File: src/hw/rtl/mts_pkg.sv
// Shared types, codes and default sizes for the multi timer scheduler.
// No dependencies; used by every other file of the block but mts_ram.
package mts_pkg;

	localparam int SLOTS_DEF     = 16;
	localparam int TIME_BITS_DEF = 32;
	localparam int MAX_RESULTS   = 16;

	localparam int FUNC_W     = 2;
	localparam int DELAY_W    = 31;
	localparam int PERIOD_W   = 31;
	localparam int ID_FIELD_W = 4;
	localparam int STATUS_W   = 3;

	localparam int IN_TDATA_W  = 72;
	localparam int OUT_TDATA_W = 8;

	localparam logic [FUNC_W-1:0] FUNC_TICK   = 2'd0;
	localparam logic [FUNC_W-1:0] FUNC_ADD    = 2'd1;
	localparam logic [FUNC_W-1:0] FUNC_REMOVE = 2'd2;
	localparam logic [FUNC_W-1:0] FUNC_NONE   = 2'd3;

	localparam logic [STATUS_W-1:0] ST_ADDED   = 3'd0;
	localparam logic [STATUS_W-1:0] ST_FULL    = 3'd1;
	localparam logic [STATUS_W-1:0] ST_REMOVED = 3'd2;
	localparam logic [STATUS_W-1:0] ST_BADID   = 3'd3;
	localparam logic [STATUS_W-1:0] ST_EXPIRY  = 3'd4;

	// controller -> datapath
	typedef struct packed {
		logic                accept;
		logic                add_pop;
		logic                add_load;
		logic                add_new;
		logic                add_wr;
		logic                rem;
		logic                tick_start;
		logic                scan_init;
		logic                scan_step;
		logic                upd;
		logic                emit;
		logic                emit_last;
		logic [STATUS_W-1:0] emit_code;
	} cmd_t;

	// datapath -> controller
	typedef struct packed {
		logic has_freed;
		logic ids_left;
		logic bad_id;
		logic scan_done;
		logic found;
		logic any_held;
		logic n_last;
		logic out_free;
	} sts_t;

endpackage

File: src/hw/rtl/multi_timer_scheduler.sv
// Timer scheduler top, built from mts_ctrl and mts_dp; depends on mts_pkg. One word at a time.
// Per word: remove S_REM; add S_ADD, S_ADD_POP for a freed id, S_ADD_WR; full add S_ADD; then S_EMIT;
// the next word can be taken while the result waits in the output register.
// Tick: one scan of the timer RAM per expiry, then a closing scan that finds none;
// no closing scan once MAX_RESULTS expiries are counted; an empty tick ends after one scan.
// Reset clears time, pending bits and id counts; RAM data is only used after being written.
module multi_timer_scheduler #(
	parameter int SLOTS     = mts_pkg::SLOTS_DEF,
	parameter int TIME_BITS = mts_pkg::TIME_BITS_DEF
) (
	input  logic                            clk,
	input  logic                            arst_n,
	input  logic                            s_tvalid,
	output logic                            s_tready,
	input  logic [mts_pkg::IN_TDATA_W-1:0]  s_tdata,  // delay, period, timer_id, zero pad
	input  logic [mts_pkg::FUNC_W-1:0]      s_tuser,  // func
	output logic                            m_tvalid,
	input  logic                            m_tready,
	output logic [mts_pkg::OUT_TDATA_W-1:0] m_tdata,  // slot_id, zero pad
	output logic [mts_pkg::STATUS_W-1:0]    m_tuser,  // status
	output logic                            m_tlast
);

	mts_pkg::cmd_t cmd;
	mts_pkg::sts_t sts;

	mts_ctrl u_ctrl (
		.clk      (clk),
		.arst_n   (arst_n),
		.s_tvalid (s_tvalid),
		.func     (s_tuser),
		.s_tready (s_tready),
		.cmd      (cmd),
		.sts      (sts)
	);

	mts_dp #(.SLOTS(SLOTS), .TIME_BITS(TIME_BITS)) u_dp (
		.clk      (clk),
		.arst_n   (arst_n),
		.s_tdata  (s_tdata),
		.cmd      (cmd),
		.sts      (sts),
		.m_tvalid (m_tvalid),
		.m_tready (m_tready),
		.m_tdata  (m_tdata),
		.m_tuser  (m_tuser),
		.m_tlast  (m_tlast)
	);

endmodule

File: src/hw/rtl/mts_ram.sv
// Generic single-write, single-read RAM with registered read data.
// No dependencies.
module mts_ram #(
	parameter int WIDTH = 8,
	parameter int DEPTH = 16
) (
	input  logic                     clk,
	input  logic                     we,
	input  logic [$clog2(DEPTH)-1:0] waddr,
	input  logic [WIDTH-1:0]         wdata,
	input  logic                     re,
	input  logic [$clog2(DEPTH)-1:0] raddr,
	output logic [WIDTH-1:0]         rdata
);

	logic [WIDTH-1:0] mem_q [DEPTH];

	always_ff @(posedge clk) begin
		if (we) begin
			mem_q[waddr] <= wdata;
		end
		if (re) begin
			rdata <= mem_q[raddr];
		end
	end

endmodule

File: src/hw/rtl/mts_ctrl.sv
// Sequencing state machine of the timer scheduler.
// Depends on mts_pkg; drives mts_dp through cmd_t, watches sts_t.
module mts_ctrl (
	input  logic                         clk,
	input  logic                         arst_n,
	input  logic                         s_tvalid,
	input  logic [mts_pkg::FUNC_W-1:0]   func,
	output logic                         s_tready,
	output mts_pkg::cmd_t                cmd,
	input  mts_pkg::sts_t                sts
);

	localparam logic [3:0] S_IDLE       = 4'd0;
	localparam logic [3:0] S_ADD        = 4'd1;
	localparam logic [3:0] S_ADD_POP    = 4'd2;
	localparam logic [3:0] S_ADD_WR     = 4'd3;
	localparam logic [3:0] S_REM        = 4'd4;
	localparam logic [3:0] S_EMIT       = 4'd5;
	localparam logic [3:0] S_TICK       = 4'd6;
	localparam logic [3:0] S_SCAN_START = 4'd7;
	localparam logic [3:0] S_SCAN       = 4'd8;
	localparam logic [3:0] S_DECIDE     = 4'd9;
	localparam logic [3:0] S_UPD        = 4'd10;
	localparam logic [3:0] S_FLUSH      = 4'd11;

	logic [3:0]                     state_q, state_d;
	logic [mts_pkg::STATUS_W-1:0]   code_q, code_d;

	always_comb begin
		cmd      = '0;
		state_d  = state_q;
		code_d   = code_q;
		s_tready = (state_q == S_IDLE);
		case (state_q)
			S_IDLE: begin
				if (s_tvalid) begin
					cmd.accept = 1'b1;
					case (func)
						mts_pkg::FUNC_TICK:   state_d = S_TICK;
						mts_pkg::FUNC_ADD:    state_d = S_ADD;
						mts_pkg::FUNC_REMOVE: state_d = S_REM;
						default:              state_d = S_IDLE;
					endcase
				end
			end
			S_ADD: begin
				code_d = mts_pkg::ST_ADDED;
				if (sts.has_freed) begin
					cmd.add_pop = 1'b1;
					state_d     = S_ADD_POP;
				end else if (sts.ids_left) begin
					cmd.add_new = 1'b1;
					state_d     = S_ADD_WR;
				end else begin
					code_d  = mts_pkg::ST_FULL;
					state_d = S_EMIT;
				end
			end
			S_ADD_POP: begin
				cmd.add_load = 1'b1;
				state_d      = S_ADD_WR;
			end
			S_ADD_WR: begin
				cmd.add_wr = 1'b1;
				state_d    = S_EMIT;
			end
			S_REM: begin
				cmd.rem = 1'b1;
				code_d  = sts.bad_id ? mts_pkg::ST_BADID : mts_pkg::ST_REMOVED;
				state_d = S_EMIT;
			end
			S_EMIT: begin
				if (sts.out_free) begin
					cmd.emit      = 1'b1;
					cmd.emit_last = 1'b1;
					cmd.emit_code = code_q;
					state_d       = S_IDLE;
				end
			end
			S_TICK: begin
				cmd.tick_start = 1'b1;
				state_d        = S_SCAN_START;
			end
			S_SCAN_START: begin
				cmd.scan_init = 1'b1;
				state_d       = S_SCAN;
			end
			S_SCAN: begin
				cmd.scan_step = 1'b1;
				if (sts.scan_done) begin
					state_d = S_DECIDE;
				end
			end
			S_DECIDE: begin
				// the previous expiry is only released once we know another follows
				if (sts.found) begin
					if (!sts.any_held) begin
						state_d = S_UPD;
					end else if (sts.out_free) begin
						cmd.emit      = 1'b1;
						cmd.emit_code = mts_pkg::ST_EXPIRY;
						state_d       = S_UPD;
					end
				end else begin
					state_d = sts.any_held ? S_FLUSH : S_IDLE;
				end
			end
			S_UPD: begin
				cmd.upd = 1'b1;
				state_d = sts.n_last ? S_FLUSH : S_SCAN_START;
			end
			S_FLUSH: begin
				if (sts.out_free) begin
					cmd.emit      = 1'b1;
					cmd.emit_last = 1'b1;
					cmd.emit_code = mts_pkg::ST_EXPIRY;
					state_d       = S_IDLE;
				end
			end
			default: begin
				state_d = S_IDLE;
			end
		endcase
	end

	always_ff @(posedge clk or negedge arst_n) begin
		if (!arst_n) begin
			state_q <= S_IDLE;
			code_q  <= mts_pkg::ST_ADDED;
		end else begin
			state_q <= state_d;
			code_q  <= code_d;
		end
	end

endmodule

File: src/hw/rtl/mts_dp.sv
// Datapath of the timer scheduler: time count, timer and free-id stores,
// due scan and output register. Depends on mts_pkg and mts_ram.
module mts_dp #(
	parameter int SLOTS     = mts_pkg::SLOTS_DEF,
	parameter int TIME_BITS = mts_pkg::TIME_BITS_DEF
) (
	input  logic                            clk,
	input  logic                            arst_n,
	input  logic [mts_pkg::IN_TDATA_W-1:0]  s_tdata,
	input  mts_pkg::cmd_t                   cmd,
	output mts_pkg::sts_t                   sts,
	output logic                            m_tvalid,
	input  logic                            m_tready,
	output logic [mts_pkg::OUT_TDATA_W-1:0] m_tdata,
	output logic [mts_pkg::STATUS_W-1:0]    m_tuser,
	output logic                            m_tlast
);

	localparam int ID_W    = $clog2(SLOTS);
	localparam int CNT_W   = ID_W + 1;
	localparam int WIDE_W  = ID_W + mts_pkg::ID_FIELD_W;
	localparam int SUM_W   = (TIME_BITS > mts_pkg::DELAY_W) ? TIME_BITS : mts_pkg::DELAY_W;
	localparam int ENTRY_W = mts_pkg::PERIOD_W + TIME_BITS;
	localparam int RES_W   = $clog2(mts_pkg::MAX_RESULTS + 1);
	localparam logic [TIME_BITS-1:0] TIME_TOP = {1'b1, {(TIME_BITS-1){1'b0}}};

	// latched request
	logic [mts_pkg::DELAY_W-1:0]    delay_q;
	logic [mts_pkg::PERIOD_W-1:0]   period_q;
	logic [mts_pkg::ID_FIELD_W-1:0] tid_q;

	logic [TIME_BITS-1:0] now_q;
	logic [SLOTS-1:0]     pending_q, done_q;
	logic [CNT_W-1:0]     freed_cnt_q, ids_used_q, scan_idx_q;
	logic [ID_W-1:0]      alloc_q;

	// scan pipeline and best candidate
	logic                          rd_v_s1;
	logic [ID_W-1:0]               rd_id_s1;
	logic                          found_q;
	logic [ID_W-1:0]               best_id_q, held_id_q;
	logic [TIME_BITS-1:0]          best_late_q, best_dl_q;
	logic [mts_pkg::PERIOD_W-1:0]  best_rl_q;
	logic [RES_W-1:0]              n_q;

	// output register
	logic                          m_tvalid_q;
	logic [mts_pkg::STATUS_W-1:0]  status_q;
	logic [mts_pkg::ID_FIELD_W-1:0] slot_q;
	logic                          last_q;

	// RAM ports
	logic                 t_we, t_re;
	logic [ID_W-1:0]      t_waddr;
	logic [ENTRY_W-1:0]   t_wdata, t_rdata;
	logic                 f_we;
	logic [ID_W-1:0]      f_wdata, f_rdata;
	logic [CNT_W-1:0]     freed_m1;

	logic [WIDE_W-1:0]    tid_wide;
	logic [ID_W-1:0]      tid_id;
	logic                 bad_id, out_free, rem_free, upd_free, push_ok;
	logic [TIME_BITS-1:0] add_dl, upd_dl, rd_dl, late;
	logic [mts_pkg::PERIOD_W-1:0] rd_rl;
	logic                 due, cand, take;
	logic [WIDE_W-1:0]    emit_wide;

	assign tid_wide = WIDE_W'(tid_q);
	assign tid_id   = tid_wide[ID_W-1:0];
	assign bad_id   = tid_wide >= WIDE_W'(ids_used_q);
	assign out_free = !m_tvalid_q || m_tready;
	assign push_ok  = freed_cnt_q < CNT_W'(SLOTS);
	assign rem_free = cmd.rem && !bad_id && pending_q[tid_id];
	assign upd_free = cmd.upd && (best_rl_q == '0);
	assign freed_m1 = freed_cnt_q - 1'b1;

	assign add_dl = TIME_BITS'(SUM_W'(now_q) + SUM_W'(delay_q));
	assign upd_dl = TIME_BITS'(SUM_W'(best_dl_q) + SUM_W'(best_rl_q));

	// timer store: {reload, deadline}
	assign t_we    = cmd.add_wr || (cmd.upd && (best_rl_q != '0));
	assign t_waddr = cmd.add_wr ? alloc_q : best_id_q;
	assign t_wdata = cmd.add_wr ? {period_q, add_dl} : {best_rl_q, upd_dl};
	assign t_re    = cmd.scan_step && (scan_idx_q != CNT_W'(SLOTS));

	mts_ram #(.WIDTH(ENTRY_W), .DEPTH(SLOTS)) u_timer_ram (
		.clk   (clk),
		.we    (t_we),
		.waddr (t_waddr),
		.wdata (t_wdata),
		.re    (t_re),
		.raddr (scan_idx_q[ID_W-1:0]),
		.rdata (t_rdata)
	);

	// LIFO of freed ids
	assign f_we    = (rem_free || upd_free) && push_ok;
	assign f_wdata = cmd.rem ? tid_id : best_id_q;

	mts_ram #(.WIDTH(ID_W), .DEPTH(SLOTS)) u_freed_ram (
		.clk   (clk),
		.we    (f_we),
		.waddr (freed_cnt_q[ID_W-1:0]),
		.wdata (f_wdata),
		.re    (cmd.add_pop),
		.raddr (freed_m1[ID_W-1:0]),
		.rdata (f_rdata)
	);

	// due test: lateness in [0, half range] counts as due
	assign rd_dl = t_rdata[TIME_BITS-1:0];
	assign rd_rl = t_rdata[ENTRY_W-1:TIME_BITS];
	assign late  = now_q - rd_dl;
	assign due   = !late[TIME_BITS-1] || (late == TIME_TOP);
	assign cand  = rd_v_s1 && pending_q[rd_id_s1] && !done_q[rd_id_s1] && due;
	assign take  = cand && (!found_q || (late > best_late_q));

	// removes report the id as requested, even one beyond the slots in use
	always_comb begin
		case (cmd.emit_code)
			mts_pkg::ST_ADDED:   emit_wide = WIDE_W'(alloc_q);
			mts_pkg::ST_REMOVED: emit_wide = tid_wide;
			mts_pkg::ST_BADID:   emit_wide = tid_wide;
			mts_pkg::ST_EXPIRY:  emit_wide = WIDE_W'(held_id_q);
			default:             emit_wide = '0;
		endcase
	end

	always_comb begin
		sts           = '0;
		sts.has_freed = freed_cnt_q != '0;
		sts.ids_left  = ids_used_q < CNT_W'(SLOTS);
		sts.bad_id    = bad_id;
		sts.scan_done = (scan_idx_q == CNT_W'(SLOTS)) && !rd_v_s1;
		sts.found     = found_q;
		sts.any_held  = n_q != '0;
		sts.n_last    = n_q == RES_W'(mts_pkg::MAX_RESULTS - 1);
		sts.out_free  = out_free;
	end

	always_ff @(posedge clk or negedge arst_n) begin
		if (!arst_n) begin
			now_q       <= '0;
			pending_q   <= '0;
			done_q      <= '0;
			freed_cnt_q <= '0;
			ids_used_q  <= '0;
			scan_idx_q  <= '0;
			rd_v_s1     <= 1'b0;
			found_q     <= 1'b0;
			n_q         <= '0;
			m_tvalid_q  <= 1'b0;
		end else begin
			if (cmd.add_pop) begin
				freed_cnt_q <= freed_m1;
			end else if (f_we) begin
				freed_cnt_q <= freed_cnt_q + 1'b1;
			end
			if (cmd.add_new) begin
				ids_used_q <= ids_used_q + 1'b1;
			end
			if (cmd.add_wr) begin
				pending_q[alloc_q] <= 1'b1;
			end
			if (rem_free) begin
				pending_q[tid_id] <= 1'b0;
			end
			if (upd_free) begin
				pending_q[best_id_q] <= 1'b0;
			end
			if (cmd.tick_start) begin
				now_q  <= now_q + 1'b1;
				done_q <= '0;
				n_q    <= '0;
			end
			if (cmd.upd) begin
				done_q[best_id_q] <= 1'b1;
				n_q               <= n_q + 1'b1;
			end
			if (cmd.scan_init) begin
				scan_idx_q <= '0;
				found_q    <= 1'b0;
				rd_v_s1    <= 1'b0;
			end else begin
				rd_v_s1 <= t_re;
				if (t_re) begin
					scan_idx_q <= scan_idx_q + 1'b1;
				end
				if (take) begin
					found_q <= 1'b1;
				end
			end
			if (cmd.emit) begin
				m_tvalid_q <= 1'b1;
			end else if (m_tready) begin
				m_tvalid_q <= 1'b0;
			end
		end
	end

	always_ff @(posedge clk) begin
		if (cmd.accept) begin
			delay_q  <= s_tdata[mts_pkg::DELAY_W-1:0];
			period_q <= s_tdata[mts_pkg::DELAY_W+mts_pkg::PERIOD_W-1:mts_pkg::DELAY_W];
			tid_q    <= s_tdata[mts_pkg::DELAY_W+mts_pkg::PERIOD_W+mts_pkg::ID_FIELD_W-1:
				mts_pkg::DELAY_W+mts_pkg::PERIOD_W];
		end
		if (cmd.add_new) begin
			alloc_q <= ids_used_q[ID_W-1:0];
		end else if (cmd.add_load) begin
			alloc_q <= f_rdata;
		end
		if (t_re) begin
			rd_id_s1 <= scan_idx_q[ID_W-1:0];
		end
		if (take && !cmd.scan_init) begin
			best_id_q   <= rd_id_s1;
			best_late_q <= late;
			best_dl_q   <= rd_dl;
			best_rl_q   <= rd_rl;
		end
		if (cmd.upd) begin
			held_id_q <= best_id_q;
		end
		if (cmd.emit) begin
			status_q <= cmd.emit_code;
			slot_q   <= emit_wide[mts_pkg::ID_FIELD_W-1:0];
			last_q   <= cmd.emit_last;
		end
	end

	assign m_tvalid = m_tvalid_q;
	assign m_tdata  = mts_pkg::OUT_TDATA_W'(slot_q);
	assign m_tuser  = status_q;
	assign m_tlast  = last_q;

	a_emit_into_free: assert property (@(posedge clk) disable iff (!arst_n)
		cmd.emit |-> out_free)
		else $error("result loaded over an untaken word");

	a_freed_bound: assert property (@(posedge clk) disable iff (!arst_n)
		freed_cnt_q <= ids_used_q)
		else $error("more freed ids than ids handed out");

	a_alloc_in_use: assert property (@(posedge clk) disable iff (!arst_n)
		cmd.add_wr |-> (CNT_W'(alloc_q) < ids_used_q))
		else $error("timer armed in a slot never handed out");

	a_upd_has_best: assert property (@(posedge clk) disable iff (!arst_n)
		cmd.upd |-> found_q && !done_q[best_id_q])
		else $error("expiry update without a fresh due timer");

endmodule

File: config.mk
export PLATFORM = sky130hd
export DESIGN_NAME = multi_timer_scheduler
export DESIGN_NICKNAME = d
export VERILOG_FILES = /design/src/hw/rtl/mts_pkg.sv /design/src/hw/rtl/multi_timer_scheduler.sv /design/src/hw/rtl/mts_ram.sv /design/src/hw/rtl/mts_ctrl.sv /design/src/hw/rtl/mts_dp.sv
export SDC_FILE = /design/constraint.sdc
export NUM_CORES = 2
export LEC_CHECK = 0
export ABC_AREA = 1
export BUFFER_PORTS_ARGS = -buffer_cell sky130_fd_sc_hd__buf_2
export CAP_MARGIN = 20
export CORE_UTILIZATION = 35
export DETAILED_ROUTE_END_ITERATION = 7
export MAX_ROUTING_LAYER = met4
export PLACE_DENSITY_LB_ADDON = 0.3
export SETUP_SLACK_MARGIN = 0.2
export SYNTH_ARGS = -nofsm -noshare
export SYNTH_HDL_FRONTEND = slang
export SYNTH_HIERARCHICAL = 1
export SYNTH_SLANG_ARGS = --single-unit
File: constraint.sdc
create_clock -name clk -period 14 [get_ports clk]
set_input_delay 2.1 -clock clk [delete_from_list [all_inputs] [get_ports clk]]
set_output_delay 2.1 -clock clk [all_outputs]
set_load 0.05 [all_outputs]
# Word-level counts from Yosys, hierarchy flattened
# Memory sizes are Yosys's and may differ from the RTL's. A register that Yosys moved wholly into a read port is not among the register bits.
# Index checks and enable logic that the tools add are counted.
# classes
add_sub_neg,9
n_mul,0
n_div,0
magnitude_cmp,11
n_eq_ne,24
n_shift,0
n_mux,79
bitwise,6
reduce_logical,45
# ops
operator,n
16-bit two-way mux,5
32-bit by 31-bit adder with 32-bit output,2
63-bit two-way mux,1
4-bit two-way mux,12
5-bit two-way mux,8
4-bit one-hot mux with 10 select lines,1
1-bit two-way mux,34
"32-bit by 1-bit adder with 32-bit output, second input constant",1
16-bit bitwise AND,2
"32-bit equality test, second input constant",1
32-bit > comparator,1
16-bit inverter,2
16-bit OR,2
32-bit subtractor,1
31-bit logical NOT,1
31-bit nonzero test,1
"5-bit by 1-bit adder with 5-bit output, second input constant",4
"4-bit by 5-bit less-than comparator with 1-bit output, second input constant",4
3-bit two-way mux,6
3-bit one-hot mux with 3 select lines,2
"4-bit by 3-bit equality test with 1-bit output, second input constant",4
"4-bit equality test, second input constant",4
1-bit logical AND,15
2-bit nonzero test,7
other kinds (30),53
# word_totals
ff_bits,279
latch_bits,0
mem_bits_rw,1072
romBits,0
output_inout_bits,14
elab_cells,201
memories,2
# mem_list
name,words,width,read_ports,rd_ports_with_merged_regs,write_ports,line,text
u_dp.u_timer_ram.mem_q,16,63,1,1,1,mts_ram.sv:16,logic [WIDTH-1:0] mem_q [DEPTH];
u_dp.u_freed_ram.mem_q,16,4,1,1,1,mts_ram.sv:16,

# Depth between registers and ports, before layout
# logic_depth
ltp_word,10
depth_mapped,25
mapped_depth_nobuf,25

# Hierarchy
# The synthesis kept the hierarchy.
# by_module_without_submodules
mod,instances,cells_per_inst,area_per_inst_um2,seq_area_each_um2
mts_ram (u_dp.u_timer_ram),1,4143,45072.0,32160.8
mts_dp,1,2242,17873.4,7732.4
mts_ram (u_dp.u_freed_ram),1,290,3006.6,2042.0
mts_ctrl,1,121,646.9,150.1

# Worst setup path after synthesis
# No wires, ideal clock.
# synth_path
path_type,reg-to-reg
from,register u_dp.now_q[0]
to,"register u_dp.best_dl_q[0], enable pin"
setup_ns,0.560
t_arrival_ns,7.098
required_time_ns,13.440
setup_slack_ns,6.343
stages_incl_launch_ff,25
path_buffers,0
period_less_slack_ns,7.657
cell_sequence,dfrtp_1 > inv_1 > ha_1 > inv_1 > fa_1 > nand2_1 > nand3_1 > nand3_1 > nand2_1 > nand2_1 > nand2_1 > nand2_1 > nand3_1 > nand2_1 > inv_1 > ha_1 > nand4_1 > nor3_1 > nor4b_1 > o21ai_0 > nand2_1 > nand2_1 > nand2_1 > nand2_1 > nor2_1
# synth_via
elab_chain_len,6
elab_cells_between_ends,9
# synth_rtl
element,line,text
from (decl),mts_dp.sv:32,logic [TIME_BITS-1:0] now_q;
from (signal assigned),mts_dp.sv:172,now_q <= now_q + 1'b1;
32-bit subtractor *,mts_dp.sv:113,assign late = now_q - rd_dl;
net u_dp.late[28],mts_dp.sv:63,"logic [TIME_BITS-1:0] add_dl, upd_dl, rd_dl, late;"
"parallel branches: the longest is 3 deep, another holds 32-bit > comparator",--,
1-bit logical AND *,mts_dp.sv:116,assign take = cand && (!found_q || (late > best_late_q));
1-bit logical AND *,mts_dp.sv:216,if (take && !cmd.scan_init) begin
to (signal assigned),mts_dp.sv:219,best_dl_q <= rd_dl;
to (decl),mts_dp.sv:42,"logic [TIME_BITS-1:0] best_late_q, best_dl_q;"
# Mark *: on every way through the listed nets, which the timed path passes.
# A chain may end at the register's enable or synchronous reset.

# Worst setup path in the final report
# layout_path
from,register u_dp.now_q[0]
to,"register u_dp/best_rl_q[4] (netlist bit), enable pin"
# layout_via
elab_chain_len,6
elab_cells_between_ends,9
# layout_rtl
element,line,text
32-bit subtractor *,mts_dp.sv:113,
net u_dp.late[28],mts_dp.sv:63,
"parallel branches: the longest is 3 deep, another holds 32-bit > comparator",--,
1-bit logical AND *,mts_dp.sv:116,
1-bit logical AND *,mts_dp.sv:216,
to (signal assigned),mts_dp.sv:220,best_rl_q <= rd_rl;
to (decl),mts_dp.sv:43,logic [mts_pkg::PERIOD_W-1:0] best_rl_q;
# Marks and branches as above.

==> results.yml <==
global_routing:
  grt_max_degree: 199
  grt_pass1_wl_um: 275000
  grt_usage_pct: 19.7
  antenna_found_initial: 4
  overflow: 0
  grt_pass1_vias: 43700
cts:
  cts.clk_slew.worst_paths_ns: 0.06
  h-tree-depth: 4
  numCtsBuffers: 151
  cts_tree: "done"
  post_cts_resized: 0
  cts.sinks: 1417
  cts_setup_buffers: 0
  cts_buffer_depth: 3
  postCtsHoldBufs: 0
  insertion_delay_ns: 0.82
  cts_root_buf: "clkbuf_16"
sta:
  worst_pin_slew_ns: 1.13
  timing.fmax_mhz: 160
  finalCritPeriodShare_pct: 44.7
  post-route-min-period_ns: 6.26
  rsz0062_at_grt: "false"
  skew_ns: 0.0472
  setup-violations-final: 0
  maxSlewHeadroom_pct: 24.8
  setup_tns_ns: 0
  finalHoldViolations: 0
  slew_violations: 0
cells_and_area:
  final_common_cell: "nand2_1"
  design_area_um2: 74500
  area_growth_pct: 11.8
  mostFrequentLayoutCells: "nand2_1, edfxtp_1, inv_1"
  nets: 7086
  nFillCells: 18100
  drive_gt1_share_pct: 6.38
setup_path:
  startpoint: "u_dp/now_q[0]"
  rr_worst_depth: 26
  worst-path-stages: 26
  cpMaxStageDelayCell: "buf_4"
  max_stage_delay_ns: 0.80
  crit_path_max_fanout: 52
  crit_required_ns: 14.43
  end_kind: "flip-flop"
  arrival_ns: 6.69
  cp-start-kind: "flip-flop"
  path_common_cell: "nand2_1"
  cpLargestDelayFamily: "simple AND/OR/NAND/NOR gates"
  critPathKind: "flip-flop to flip-flop"
  rr_startpoint: "u_dp/now_q[0]"
  worst-path-buf-inv: 5
yosys:
  synth_top_area_share_pct: 59.7
  yosysTopAreaCell: "edfxtp_1"
  synth_area_leaders: "edfxtp_1, nand2_1, inv_1"
  yosysWarnings: 6
  synth_cell_types: 63
  ys_seq_area_share_pct: 63.2
  synth-seq-cells: 1417
  synth_edf_count: 1324
  async_reset_ff_share_pct: 6.56
  syn-instance-count: 6796
  synthFlopType: "edfxtp_1"
  syn_area_um2: 66600
  avgSynthCellArea_um2: 9.80
floorplan:
  ios: 92
  initial_utilization_pct: 35.4
  row_count: 159
  dieHeight_um: 438
  die_x_um: 438
  core-area_um2: 188000
  die_area_um2: 192000
placed_design:
  dpl.hpwl_um: 109000
  place_area_um2: 69500
  gp_routability_congestion: 0.884
  port_buffers: 81
hold_path:
  hold_path.class: "flip-flop to flip-flop"
  worstHoldStart: "u_dp/u_timer_ram/rdata[53]"
  holdPathStages: 0
routing:
  routed_wl_um: 185000
  ant_nets: 0
  vias: 46300
  drtIter0Drc: 3919
  route.detailed.wl_per_inst_um: 19.5
  drc: 0
  via_per_inst: 4.88
  dr.pass1.iters: 5
status:
  outcome: "finished clean"
pwr:
  peakVddDrop_v: 0.000171
  p_per_area_nw_per_um2: 169
  p_leak_nw: 31.7
flow_run:
  drv_cap: 0
registers in the layout, summed over array words and instances, names as in the netlist, 5 cells and up:
name / count
u_dp/u_freed_ram/mem_q: 64
u_dp/now_q: 32
u_dp/best_dl_q: 32
u_dp/freed_cnt_q: 5
u_dp/u_timer_ram/rdata: 63
u_dp/pending_q: 16
u_dp/u_timer_ram/mem_q: 1008
u_dp/n_q: 5
u_dp/done_q: 16
u_dp/scan_idx_q: 5
u_dp/ids_used_q: 5
u_dp/delay_q: 31
u_dp/best_late_q: 32
u_dp/period_q: 31
u_dp/best_rl_q: 31
final timing paths:
check / to / slack, ns
setup / recovery: u_dp/best_rl_q[4] / 7.74
hold / removal: u_dp/best_rl_q[21] / 0.42
setup reg to reg: u_dp/best_rl_q[4] / 7.74
hold reg to reg: u_dp/best_rl_q[21] / 0.42
max in group asynchronous: u_dp/scan_idx_q[3] / 11.47
min in group asynchronous: u_dp/freed_cnt_q[0] / 1.24
through the flow:
| stage | cells | utilization (%) | hold slack [ns] | worst slack (ns) | power, mW |
|---|---|---|---|---|---|
| 6_report | 9492 | 39.5 | 0.418 | 7.74 | 12.6 |
| 5_1_grt | 9492 | 39.5 | 0.423 | 7.30 | 13.2 |
| 4_1_cts | 9486 | 39.5 | 0.417 | 7.69 | 12.6 |
| 3_5_place_dp | 9206 | 36.9 | 0.405 | 7.71 | 8.67 |
| 3_3_place_gp | 9204 | 36.9 | 0.401 | 7.74 | 8.62 |
| 2_1_floorplan | 6799 | - | 0.400 | 6.34 | 7.76 |
power by group:
group / internal (mW) / total, mW / switching, mW
logic: 0.872 / 3.23 / 2.36
clock network: 2.24 / 3.96 / 1.71
registers: 5.18 / 5.38 / 0.194
total: 8.30 / 12.6 / 4.27
metal layers:
| metal | GRT usage [%] | wire, um | vias to the layer above |
|---|---|---|---|
| met3 | 2.66 | 10600 | 316 |
| met4 | 6.20 | 5370 | 0 |
| met5 | - | 0 | - |
| met2 | 31.9 | 89300 | 1378 |
| met1 | 25.4 | 80200 | 22300 |
| li1 | - | - | 22400 |
final cells by class:
cell class	count	area, um2	share of cell area (%)
tap	2495	3120	4.19
antenna	4	10.0	0.0134
timing repair buffer	165	1070	1.43
multi-input combinational	3930	18700	25.1
inverter	1201	4550	6.11
clock buffer	190	4040	5.42
sequential	1417	42100	56.5
clock inverter	90	908	1.22
cells in the mapped netlist, drive strengths merged, types with 38 or more instances:
library cell  number
nand3            892
xor2              38
ha               139
o21ai            173
nand2           2040
edfxtp          1324
a21oi            169
buf              212
nor2             254
inv             1201
dfrtp             93
clkbuf            39
kinds of logic (layout without fill, tap and decap cells):
family,after synthesis,in the layout,synth area share [%]
other,1,8,0.00563
DFF,1417,1417,63.2
muxes,1,1,0.0150
buffers and inverters,1452,1646,8.96
xor gates and xnor gates,57,57,0.750
AOI/OAI and AO/OA,431,431,3.60
and+or+nand+nor,3295,3295,20.8
adders and majority gates,142,142,2.70
worst register-to-register path, stage by stage, from the launching register on:
cell and delay (ns):
dfrtp_1 0.44, inv_1 0.09, ha_1 0.14, inv_1 0.07, fa_1 0.44, nand2_1 0.09
nand3_1 0.10, nand3_1 0.12, nand2_1 0.15, nand2_1 0.11, nand2_1 0.09, nand2_1 0.14
nand3_1 0.09, nand2_1 0.10, inv_1 0.07, ha_1 0.27, nand4_1 0.11, nor3_1 0.32
nor4b_1 0.66, o21ai_0 0.19, nand2_1 0.11, nand2_1 0.07, nand2_1 0.07, nand2_1 0.08
nor2_4 0.18, buf_4 0.69, buf_4 0.83
(Power assumes the default switching activity.)
